**config.mk**
```make
export PLATFORM = sky130hd
export DESIGN_NAME = rtd_temperature_linearizer_core_flat
export DESIGN_NICKNAME = d
export VERILOG_FILES = /design/src/design/rtd_lin_pkg.sv /design/src/design/rtd_lin_if.sv /design/src/design/rtd_lin_seq.sv /design/src/design/rtd_lin_datapath.sv /design/src/design/rtd_temperature_linearizer_core.sv /design/src/flat_wrapper.sv
export VERILOG_INCLUDE_DIRS = /design/src /design/src/design
export SDC_FILE = /design/constraint.sdc
export NUM_CORES = 2
export LEC_CHECK = 0
export BUFFER_PORTS_ARGS = -buffer_cell sky130_fd_sc_hd__buf_2
export CAP_MARGIN = 20
export CORE_ASPECT_RATIO = 0.7
export CORE_UTILIZATION = 37
export DETAILED_ROUTE_END_ITERATION = 8
export GPL_TIMING_DRIVEN = 0
export HOLD_SLACK_MARGIN = 0.1
export PLACE_DENSITY = 0.57
export RECOVER_POWER = 50
export SLEW_MARGIN = 0
export SYNTH_ARGS = -nofsm -noshare
export SYNTH_HDL_FRONTEND = slang
export SYNTH_HIERARCHICAL = 1
export SYNTH_SLANG_ARGS = --single-unit
```
**constraint.sdc**
```tcl
create_clock -name clk_i -period 11.7 [get_ports clk_i]
set_input_delay 2.925 -clock clk_i [delete_from_list [all_inputs] [get_ports clk_i]]
set_output_delay 2.925 -clock clk_i [all_outputs]
set_load 0.01 [all_outputs]
```
**src/design/rtd_temperature_linearizer_core_assert.svh**
```systemverilog
// Assertion macros used by the linearizer top level.
`ifndef RTD_TEMPERATURE_LINEARIZER_CORE_ASSERT_SVH
`define RTD_TEMPERATURE_LINEARIZER_CORE_ASSERT_SVH

// Same-cycle implication, disabled while reset is held.
`define RTDLIN_ASSERT_IMP(label, clk, rstn, ante, cons) \
  label: assert property (@(posedge clk) disable iff (!rstn) (ante) |-> (cons)) \
    else $error("rtd linearizer: implication check failed");

// Next-cycle implication, disabled while reset is held.
`define RTDLIN_ASSERT_NXT(label, clk, rstn, ante, cons) \
  label: assert property (@(posedge clk) disable iff (!rstn) (ante) |=> (cons)) \
    else $error("rtd linearizer: next-cycle check failed");

`endif

```
**src/design/rtd_lin_pkg.sv**
```systemverilog
// Package with types, constants, the calibration table and the microcode ROM.
package rtd_lin_pkg;

  localparam int TABLE_POINTS = 12;
  localparam int IDX_W        = $clog2(TABLE_POINTS);
  localparam int CODE_W       = 16;
  localparam int TEMP_W       = 21;
  localparam int VOLT_W       = 15;
  localparam int SC_W         = 29;
  localparam int DIFF_W       = 27;
  localparam int DT_W         = 13;
  localparam int DV_W         = 12;
  localparam int PROD_W       = 40;
  localparam int QUO_W        = 16;
  localparam int CNT_W        = 4;
  localparam int PC_W         = 4;
  localparam int VOLT_SHIFT   = 11;

  // 33000 / 8: both sides of every voltage compare are scaled down by 8.
  localparam logic [12:0]       VOLT_SCALE = 13'd4125;
  localparam logic [CODE_W-1:0] CODE_FULL  = 16'd16384;
  localparam logic signed [TEMP_W-1:0] OOR_TEMP = 21'sd999900;
  localparam logic [CNT_W-1:0]  DIV_LAST   = 4'd15;

  typedef logic [IDX_W-1:0] idx_t;
  typedef logic [PC_W-1:0]  pc_t;

  typedef enum logic [3:0] {
    OP_NOP,
    OP_SCALE,
    OP_SEARCH,
    OP_MUL,
    OP_ROUND,
    OP_DIV,
    OP_INTERP,
    OP_SETLOW,
    OP_SETOOR,
    OP_EMIT
  } op_e;

  typedef enum logic [2:0] {
    COND_NEVER,
    COND_ALWAYS,
    COND_LOW,
    COND_OOR,
    COND_SEARCH,
    COND_COUNT
  } cond_e;

  typedef struct packed {
    op_e   op;
    cond_e cond;
    pc_t   target;
    logic  last;
  } uword_t;

  typedef struct packed {
    logic load;
    op_e  op;
  } ctrl_t;

  typedef struct packed {
    logic low;
    logic oor;
    logic search_more;
    logic cnt_nz;
    logic out_full;
  } status_t;

  localparam pc_t PC_SCALE  = 4'd0;
  localparam pc_t PC_CHKLO  = 4'd1;
  localparam pc_t PC_CHKHI  = 4'd2;
  localparam pc_t PC_SEARCH = 4'd3;
  localparam pc_t PC_MUL    = 4'd4;
  localparam pc_t PC_ROUND  = 4'd5;
  localparam pc_t PC_DIV    = 4'd6;
  localparam pc_t PC_INTERP = 4'd7;
  localparam pc_t PC_SETLOW = 4'd8;
  localparam pc_t PC_SETOOR = 4'd9;
  localparam pc_t PC_EMIT   = 4'd10;

  // Calibration voltages in units of 0.1 mV.
  function automatic logic [VOLT_W-1:0] cal_volt(input idx_t i);
    logic [VOLT_W-1:0] v;
    case (i)
      4'd0:    v = 15'd10965;
      4'd1:    v = 15'd11223;
      4'd2:    v = 15'd13560;
      4'd3:    v = 15'd14830;
      4'd4:    v = 15'd15350;
      4'd5:    v = 15'd15616;
      4'd6:    v = 15'd15750;
      4'd7:    v = 15'd16710;
      4'd8:    v = 15'd17730;
      4'd9:    v = 15'd18760;
      4'd10:   v = 15'd20320;
      default: v = 15'd20865;
    endcase
    return v;
  endfunction

  // Calibration temperatures in units of 0.01 degC.
  function automatic logic signed [TEMP_W-1:0] cal_temp(input idx_t i);
    logic signed [TEMP_W-1:0] t;
    case (i)
      4'd0:    t = -21'sd4927;
      4'd1:    t = -21'sd4449;
      4'd2:    t = 21'sd0;
      4'd3:    t = 21'sd2000;
      4'd4:    t = 21'sd3344;
      4'd5:    t = 21'sd3861;
      4'd6:    t = 21'sd4000;
      4'd7:    t = 21'sd6000;
      4'd8:    t = 21'sd8000;
      4'd9:    t = 21'sd10000;
      4'd10:   t = 21'sd13045;
      default: t = 21'sd14111;
    endcase
    return t;
  endfunction

  // Microcode program: one control word per step.
  function automatic uword_t ucode(input pc_t pc);
    uword_t w;
    case (pc)
      PC_SCALE:  w = '{OP_SCALE,  COND_NEVER,  PC_SCALE,  1'b0};
      PC_CHKLO:  w = '{OP_NOP,    COND_LOW,    PC_SETLOW, 1'b0};
      PC_CHKHI:  w = '{OP_NOP,    COND_OOR,    PC_SETOOR, 1'b0};
      PC_SEARCH: w = '{OP_SEARCH, COND_SEARCH, PC_SEARCH, 1'b0};
      PC_MUL:    w = '{OP_MUL,    COND_NEVER,  PC_SCALE,  1'b0};
      PC_ROUND:  w = '{OP_ROUND,  COND_NEVER,  PC_SCALE,  1'b0};
      PC_DIV:    w = '{OP_DIV,    COND_COUNT,  PC_DIV,    1'b0};
      PC_INTERP: w = '{OP_INTERP, COND_ALWAYS, PC_EMIT,   1'b0};
      PC_SETLOW: w = '{OP_SETLOW, COND_ALWAYS, PC_EMIT,   1'b0};
      PC_SETOOR: w = '{OP_SETOOR, COND_NEVER,  PC_SCALE,  1'b0};
      PC_EMIT:   w = '{OP_EMIT,   COND_NEVER,  PC_SCALE,  1'b1};
      default:   w = '{OP_NOP,    COND_NEVER,  PC_SCALE,  1'b1};
    endcase
    return w;
  endfunction

endpackage

```
**src/design/rtd_lin_if.sv**
```systemverilog
// Request and result channel interfaces of the linearizer.
interface rtd_lin_in_if;
  import rtd_lin_pkg::*;
  logic              valid;
  logic              ready;
  logic [CODE_W-1:0] adc_code;
  modport source (output valid, output adc_code, input ready);
  modport sink (input valid, input adc_code, output ready);
endinterface

interface rtd_lin_out_if;
  import rtd_lin_pkg::*;
  logic                     valid;
  logic                     ready;
  logic signed [TEMP_W-1:0] temp_centi;
  logic                     out_of_range;
  modport source (output valid, output temp_centi, output out_of_range, input ready);
  modport sink (input valid, input temp_centi, input out_of_range, output ready);
endinterface

```
**src/design/rtd_lin_seq.sv**
```systemverilog
// Microcode sequencer: step counter, control ROM and conditional jumps.
module rtd_lin_seq (
  input  logic                 clk_i,
  input  logic                 rst_ni,
  input  logic                 accept_i,
  input  rtd_lin_pkg::status_t status_i,
  output rtd_lin_pkg::ctrl_t   ctrl_o,
  output logic                 ready_o
);
  import rtd_lin_pkg::*;

  pc_t    pc_q, pc_d;
  logic   busy_q, busy_d;
  uword_t uw;
  logic   hit;
  logic   stall;

  always_comb begin
    uw = ucode(pc_q);
    unique case (uw.cond)
      COND_NEVER:  hit = 1'b0;
      COND_ALWAYS: hit = 1'b1;
      COND_LOW:    hit = status_i.low;
      COND_OOR:    hit = status_i.oor;
      COND_SEARCH: hit = status_i.search_more;
      COND_COUNT:  hit = status_i.cnt_nz;
      default:     hit = 1'b0;
    endcase
    // The final step waits until the result register is free.
    stall = (uw.op == OP_EMIT) && status_i.out_full;

    ctrl_o.load = accept_i;
    ctrl_o.op   = (busy_q && !stall) ? uw.op : OP_NOP;

    pc_d   = pc_q;
    busy_d = busy_q;
    if (accept_i) begin
      pc_d   = PC_SCALE;
      busy_d = 1'b1;
    end else if (busy_q && !stall) begin
      if (uw.last) begin
        busy_d = 1'b0;
      end else if (hit) begin
        pc_d = uw.target;
      end else begin
        pc_d = pc_q + 1'b1;
      end
    end
  end

  always_ff @(posedge clk_i or negedge rst_ni) begin
    if (!rst_ni) begin
      pc_q   <= PC_SCALE;
      busy_q <= 1'b0;
    end else begin
      pc_q   <= pc_d;
      busy_q <= busy_d;
    end
  end

  assign ready_o = !busy_q;

endmodule

```
**src/design/rtd_lin_datapath.sv**
```systemverilog
// Datapath: scaling multiplier, segment search, interpolation and divider.
module rtd_lin_datapath (
  input  logic                      clk_i,
  input  logic                      rst_ni,
  input  rtd_lin_pkg::ctrl_t        ctrl_i,
  input  logic [rtd_lin_pkg::CODE_W-1:0] adc_code_i,
  output rtd_lin_pkg::status_t      status_o,
  rtd_lin_out_if.source             rsp_o
);
  import rtd_lin_pkg::*;

  logic [CODE_W-1:0]        code_q;
  logic [SC_W-1:0]          sc_q;
  idx_t                     lo_q, hi_q;
  logic [PROD_W-1:0]        prod_q;
  logic [PROD_W-1:0]        den_q;
  logic [QUO_W-1:0]         quo_q;
  logic [CNT_W-1:0]         cnt_q;
  logic signed [TEMP_W-1:0] temp_q;
  logic                     oor_q;
  logic                     valid_q;
  logic signed [TEMP_W-1:0] out_temp_q;
  logic                     out_oor_q;

  logic [IDX_W:0]           idx_sum;
  idx_t                     mid;
  logic [SC_W-1:0]          mid_thr;
  logic [SC_W-1:0]          lo_thr;
  logic [SC_W-1:0]          low_thr;
  logic [SC_W-1:0]          diff_full;
  logic [DIFF_W-1:0]        diff;
  logic signed [TEMP_W-1:0] dt_full;
  logic [DT_W-1:0]          dt;
  logic [VOLT_W-1:0]        dv_full;
  logic [DV_W-1:0]          dv;
  logic                     more;

  always_comb begin
    idx_sum   = {1'b0, lo_q} + {1'b0, hi_q};
    mid       = idx_sum[IDX_W:1];
    mid_thr   = {{(SC_W-VOLT_W-VOLT_SHIFT){1'b0}}, cal_volt(mid), {VOLT_SHIFT{1'b0}}};
    lo_thr    = {{(SC_W-VOLT_W-VOLT_SHIFT){1'b0}}, cal_volt(lo_q), {VOLT_SHIFT{1'b0}}};
    low_thr   = {{(SC_W-VOLT_W-VOLT_SHIFT){1'b0}}, cal_volt('0), {VOLT_SHIFT{1'b0}}};
    diff_full = sc_q - lo_thr;
    diff      = diff_full[DIFF_W-1:0];
    dt_full   = cal_temp(hi_q) - cal_temp(lo_q);
    dt        = dt_full[DT_W-1:0];
    dv_full   = cal_volt(hi_q) - cal_volt(lo_q);
    dv        = dv_full[DV_W-1:0];
    more      = ({1'b0, lo_q} + 1'b1) < {1'b0, hi_q};

    status_o.low         = sc_q <= low_thr;
    status_o.oor         = code_q >= CODE_FULL;
    status_o.search_more = more;
    status_o.cnt_nz      = cnt_q != '0;
    status_o.out_full    = valid_q && !rsp_o.ready;
  end

  always_ff @(posedge clk_i) begin
    if (ctrl_i.load) begin
      code_q <= adc_code_i;
    end
    case (ctrl_i.op)
      OP_SCALE: begin
        sc_q <= {{(SC_W-CODE_W){1'b0}}, code_q} * {{(SC_W-13){1'b0}}, VOLT_SCALE};
        lo_q <= '0;
        hi_q <= idx_t'(TABLE_POINTS - 1);
      end
      OP_SEARCH: begin
        if (more) begin
          if (sc_q < mid_thr) begin
            hi_q <= mid;
          end else begin
            lo_q <= mid;
          end
        end
      end
      OP_MUL: begin
        prod_q <= {{(PROD_W-DIFF_W){1'b0}}, diff} * {{(PROD_W-DT_W){1'b0}}, dt};
      end
      OP_ROUND: begin
        prod_q <= prod_q + {{(PROD_W-DV_W-10){1'b0}}, dv, 10'b0};
        den_q  <= {{(PROD_W-DV_W-26){1'b0}}, dv, 26'b0};
        quo_q  <= '0;
        cnt_q  <= DIV_LAST;
      end
      OP_DIV: begin
        if (prod_q >= den_q) begin
          prod_q <= prod_q - den_q;
          quo_q  <= {quo_q[QUO_W-2:0], 1'b1};
        end else begin
          quo_q  <= {quo_q[QUO_W-2:0], 1'b0};
        end
        den_q <= den_q >> 1;
        cnt_q <= cnt_q - 1'b1;
      end
      OP_INTERP: begin
        temp_q <= cal_temp(lo_q) + $signed({{(TEMP_W-QUO_W){1'b0}}, quo_q});
        oor_q  <= 1'b0;
      end
      OP_SETLOW: begin
        temp_q <= cal_temp('0);
        oor_q  <= 1'b0;
      end
      OP_SETOOR: begin
        temp_q <= OOR_TEMP;
        oor_q  <= 1'b1;
      end
      OP_EMIT: begin
        out_temp_q <= temp_q;
        out_oor_q  <= oor_q;
      end
      default: begin
      end
    endcase
  end

  always_ff @(posedge clk_i or negedge rst_ni) begin
    if (!rst_ni) begin
      valid_q <= 1'b0;
    end else if (ctrl_i.op == OP_EMIT) begin
      valid_q <= 1'b1;
    end else if (rsp_o.ready) begin
      valid_q <= 1'b0;
    end
  end

  assign rsp_o.valid        = valid_q;
  assign rsp_o.temp_centi   = out_temp_q;
  assign rsp_o.out_of_range = out_oor_q;

endmodule

```
**src/design/rtd_temperature_linearizer_core.sv**
```systemverilog
// Top level of the RTD temperature linearizer.
//
// The block turns one raw 16-bit converter code into a temperature in signed
// hundredths of a degree Celsius, by piecewise-linear interpolation over a
// fixed 12-point calibration table. Requests arrive on req_i (adc_code) and
// results leave on rsp_o (temp_centi, out_of_range); each channel moves a
// request when valid and ready are high at a rising clock edge.
// One request is worked at a time. A microcoded sequencer runs the program:
// scale, two range checks, a binary search of three or four steps, a multiply,
// a rounding add, a 16-step restoring division and a final add. For a request
// that interpolates, the time from acceptance to a valid result depends on the
// search depth and is dominated by the division loop; clamped and out-of-range
// codes skip the search, multiply and division. req_i.ready rises again as the
// result is written into the output register, so the next request can be taken
// while that result waits.
// If the receiver stalls, the result holds in the output register and the
// sequencer waits at its last step until the register frees up.
// Reset (rst_ni low, asynchronous) empties the output register and returns
// the sequencer to idle with req_i.ready high.
`include "rtd_temperature_linearizer_core_assert.svh"

module rtd_temperature_linearizer_core (
  input  logic         clk_i,
  input  logic         rst_ni,
  rtd_lin_in_if.sink   req_i,
  rtd_lin_out_if.source rsp_o
);
  import rtd_lin_pkg::*;

  ctrl_t   ctrl;
  status_t status;
  logic    seq_ready;
  logic    accept;

  // A request is taken only while the sequencer is idle.
  assign req_i.ready = seq_ready;
  assign accept      = req_i.valid && seq_ready;

  rtd_lin_seq u_seq (
    .clk_i    (clk_i),
    .rst_ni   (rst_ni),
    .accept_i (accept),
    .status_i (status),
    .ctrl_o   (ctrl),
    .ready_o  (seq_ready)
  );

  rtd_lin_datapath u_datapath (
    .clk_i      (clk_i),
    .rst_ni     (rst_ni),
    .ctrl_i     (ctrl),
    .adc_code_i (req_i.adc_code),
    .status_o   (status),
    .rsp_o      (rsp_o)
  );

  // In the cycle after a request is taken, req_i.ready is low.
  `RTDLIN_ASSERT_NXT(a_busy_after_accept, clk_i, rst_ni, accept, !req_i.ready)
  // The out-of-range flag always comes with the sentinel temperature.
  `RTDLIN_ASSERT_IMP(a_oor_sentinel, clk_i, rst_ni, rsp_o.valid && rsp_o.out_of_range, rsp_o.temp_centi == OOR_TEMP)
  // An in-range result never falls below the clamp temperature.
  `RTDLIN_ASSERT_IMP(a_clamp_floor, clk_i, rst_ni, rsp_o.valid && !rsp_o.out_of_range, rsp_o.temp_centi >= cal_temp('0))

endmodule

```
**src/flat_wrapper.sv**
```systemverilog
// flat-port wrapper written by rule: the top's interface ports become plain ports
module rtd_temperature_linearizer_core_flat import rtd_lin_pkg::*;
  (clk_i, rst_ni, req_i_valid, req_i_adc_code, req_i_ready, rsp_o_valid, rsp_o_temp_centi, rsp_o_out_of_range, rsp_o_ready);
  rtd_lin_in_if req_i_i ();
  rtd_lin_out_if rsp_o_i ();
  input  logic clk_i;
  input  logic rst_ni;
  input wire logic [$bits(req_i_i.valid)-1:0] req_i_valid;
  input wire logic [$bits(req_i_i.adc_code)-1:0] req_i_adc_code;
  output wire logic [$bits(req_i_i.ready)-1:0] req_i_ready;
  output wire logic [$bits(rsp_o_i.valid)-1:0] rsp_o_valid;
  output wire logic [$bits(rsp_o_i.temp_centi)-1:0] rsp_o_temp_centi;
  output wire logic [$bits(rsp_o_i.out_of_range)-1:0] rsp_o_out_of_range;
  input wire logic [$bits(rsp_o_i.ready)-1:0] rsp_o_ready;
  assign req_i_i.valid = req_i_valid;
  assign req_i_i.adc_code = req_i_adc_code;
  assign req_i_ready = req_i_i.ready;
  assign rsp_o_valid = rsp_o_i.valid;
  assign rsp_o_temp_centi = rsp_o_i.temp_centi;
  assign rsp_o_out_of_range = rsp_o_i.out_of_range;
  assign rsp_o_i.ready = rsp_o_ready;
  rtd_temperature_linearizer_core u_core (.clk_i(clk_i), .rst_ni(rst_ni), .req_i(req_i_i), .rsp_o(rsp_o_i));
endmodule
```
==> impl_metrics.env <==
export IMPL_status="finished with violations"
export IMPL_failed_checks="max-capacitance violations, max-slew violations"
export IMPL_globalplace_congestion=0.9436
export IMPL_synth_fp_nets=3941
export IMPL_cap_violations=2
export IMPL_num_fill_cells=8014
export IMPL_vias=23276
export IMPL_r2r_cells=34
export IMPL_start_kind="flip-flop"
export IMPL_grt_overflow_total=0
export IMPL_drt_initial_drc_count=2032
export IMPL_period_minus_slack_ps=10020
export IMPL_routed_wirelength_mm=83.87
export IMPL_multiInputGateArea_sq_um=20290
export IMPL_r2r_slack_ps=1680
export IMPL_grt_pass1_wl_mm=131.6
export IMPL_initial_core_util=0.3770
export IMPL_maxSlewViolCount=70
export IMPL_cts_tree="built"
export IMPL_die_y_um=240
export IMPL_relSlewSlack=-0.7557
export IMPL_clock_sinks=254
export IMPL_drcViolationCount=0
export IMPL_cts_setup_buffers=0
export IMPL_post_route_period_util=0.8563
export IMPL_yosys_most_used_dff="edfxtp_1"
export IMPL_dp_slack_ps=1826
export IMPL_finalSetupViolCount=0
export IMPL_slowest_stage="clkbuf_1"
export IMPL_numCtsBuffers=30
export IMPL_syn_area_sq_um=29940
export IMPL_cp_required_ps=12030
export IMPL_worstHoldPathCells=0
export IMPL_drtAntennaViolNets=0
export IMPL_cts_hold_buf=0
export IMPL_final_area_sq_um=32620
export IMPL_hold_start="u_core/u_datapath/temp_q[19]$_DFFE_PP_"
export IMPL_yosys_area_top_type="fa_1"
export IMPL_dieArea_sq_um=82080
export IMPL_yosys_warnings=6
export IMPL_row_count=86
export IMPL_fmax_mhz=99.82
export IMPL_grt_pass1_vias=22718
export IMPL_cts_max_level=1
export IMPL_antenna_found_initial=6
export IMPL_place_area_sq_um=31700
export IMPL_synth_enable_flop_cells=195
export IMPL_hold_viol=0
export IMPL_hold_path_endpoint="u_core/u_datapath/rsp_o.temp_centi[19]$_DFFE_PP_"
export IMPL_clk_latency_ps=630
export IMPL_drive_gt1_frac=0.04350
export IMPL_path_buf_inv=6
export IMPL_grt_usage=0.2077
export IMPL_yosysUniqueCellTypes=102
export IMPL_tns_ps=0
export IMPL_crit_fanout=10
export IMPL_vias_per_cell=5.214
export IMPL_max_stage_delay_ps=540
export IMPL_rsz0062_at_grt="no"
export IMPL_clk_pin_slew_ps=70
export IMPL_r2r_end="u_core/u_datapath/prod_q[37]$_DFFE_PP_"
export IMPL_path_delay_family="adder cells"
export IMPL_clock_path_buffers=3
export IMPL_root_buffer="clkbuf_16"
export IMPL_ys_seq_area_frac=0.2360
export IMPL_dp_hpwl_mm=68.50
export IMPL_cpMostUsedCell="fa_1"
export IMPL_synth_seq_cells=254
export IMPL_worstSetupPathType="reg2reg"
export IMPL_fin_nets=4031
export IMPL_fp_dieW_um=342.0
export IMPL_drt_first_pass_iters=6
export IMPL_tightestPinTransition_ps=2633
export IMPL_hold_class="reg2reg"
export IMPL_setup_slack_ps=1682
export IMPL_grt_max_degree=47
export IMPL_async_reset_ff_frac=0.02362
export IMPL_fp_coreArea_sq_um=79410
export IMPL_postSynthAreaPerCell_sq_um=9.106
export IMPL_timing_hold_ws_ps=421.8
export IMPL_wire_per_inst_um=18.79
export IMPL_yosysTopAreaCellShare=0.2120
export IMPL_syn_inst=3288
export IMPL_portBuffers=43
export IMPL_postCtsResizedCells=0
export IMPL_syn_to_final_growth_pct=8.943
export IMPL_register_area_sq_um=7067
export IMPL_io_pins=44
export IMPL_crit_path_end_kind="flip-flop"
export IMPL_finClkSkew_ps=53.34
export IMPL_critPathArrivalTime_ps=10350
export IMPL_synth_area_leaders="fa_1, edfxtp_1, ha_1"
## metal layers
layer / vias up / wire length, um / global-route usage
li1: 11048 / - / -
met1: 11392 / 40680 / 0.3119
met2: 768 / 33420 / 0.2933
met3: 68 / 8492 / 0.06246
met4: 0 / 1280 / 0.03436
met5: - / 0 / 0
## worst max path at each step
stage	startpoint	to	slack (ps)	cells past startpoint
global placement	rsp_o_ready	u_core/u_datapath/prod_q[10]$_DFFE_PP_	1140	9
floorplan	u_core/u_datapath/sc_q[11]$_DFFE_PP_	u_core/u_datapath/prod_q[37]$_DFFE_PP_	3620	33
CTS	flip-flop	u_core/u_datapath/prod_q[38]$_DFFE_PP_	1740	33
finish	flip-flop	u_core/u_datapath/prod_q[37]$_DFFE_PP_	1680	34
global route	flip-flop	u_core/u_datapath/prod_q[38]$_DFFE_PP_	1080	33
detailed placement	flip-flop	u_core/u_datapath/prod_q[38]$_DFFE_PP_	1830	33
## layout by cell type (no fill, tap or decap), types with 90 or more instances in the layout
cell	Yosys	final
inv_1	559	559
nand2_1	388	388
fa_1	317	317
ha_1	316	316
edfxtp_1	195	195
nor2_1	180	180
a21oi_1	172	172
clkbuf_1	91	124
o21ai_0	119	119
xnor2_1	96	93
and2_1	92	90
## cell type report
cell class,count,area share
Antenna cell,6,0.0004603
Buffer,111,0.01442
Clock buffer,34,0.02348
Clock inverter,22,0.007634
Inverter,564,0.06490
Multi-Input combinational cell,2359,0.6220
Sequential cell,254,0.2167
Tap cell,1056,0.04051
Timing Repair Buffer,58,0.009935
## logic make-up after synthesis
kind of cell / share of synthesized area
AND/OR/NAND/NOR: 0.1517
AO/OA/AOI/OAI: 0.1259
adder cells (fa/ha/maj): 0.3440
flip-flops: 0.2360
multiplexers: 0.008149
XOR/XNOR: 0.04764
buffers and inverters: 0.08655
## cells in the mapped netlist (all sizes together) (7+ instances only)
library cell and count:
a21oi 173, xor2 66, a21boi 9, buf 20
mux2 9, a211oi 31, o22ai 10, o211ai 11
edfxtp 195, o21a 16, nand2b 44, clkbuf 91
nor3 47, or3 16, nor4 7, o21ai 141
a31oi 26, mux2i 12, ha 316, and3 39
o31ai 12, fa 317, o21bai 26, nand3 42
dfxtp 53, nor2b 50, nand4 17, nor2 184
nand2 389, and2 92, a21o 50, xnor2 96
inv 562, or2 10
## metrics by stage
stage	utilization	instances
after CTS	0.4120	4457
after detailed placement	0.3992	4401
after global placement	0.3964	4387
final	0.4107	4464
after floorplan	-	3288
after global routing	0.4106	4458
Power is left out: the tool's default activity adds up to more than one toggle a clock period on the data nets, which glitch-free logic cannot reach.
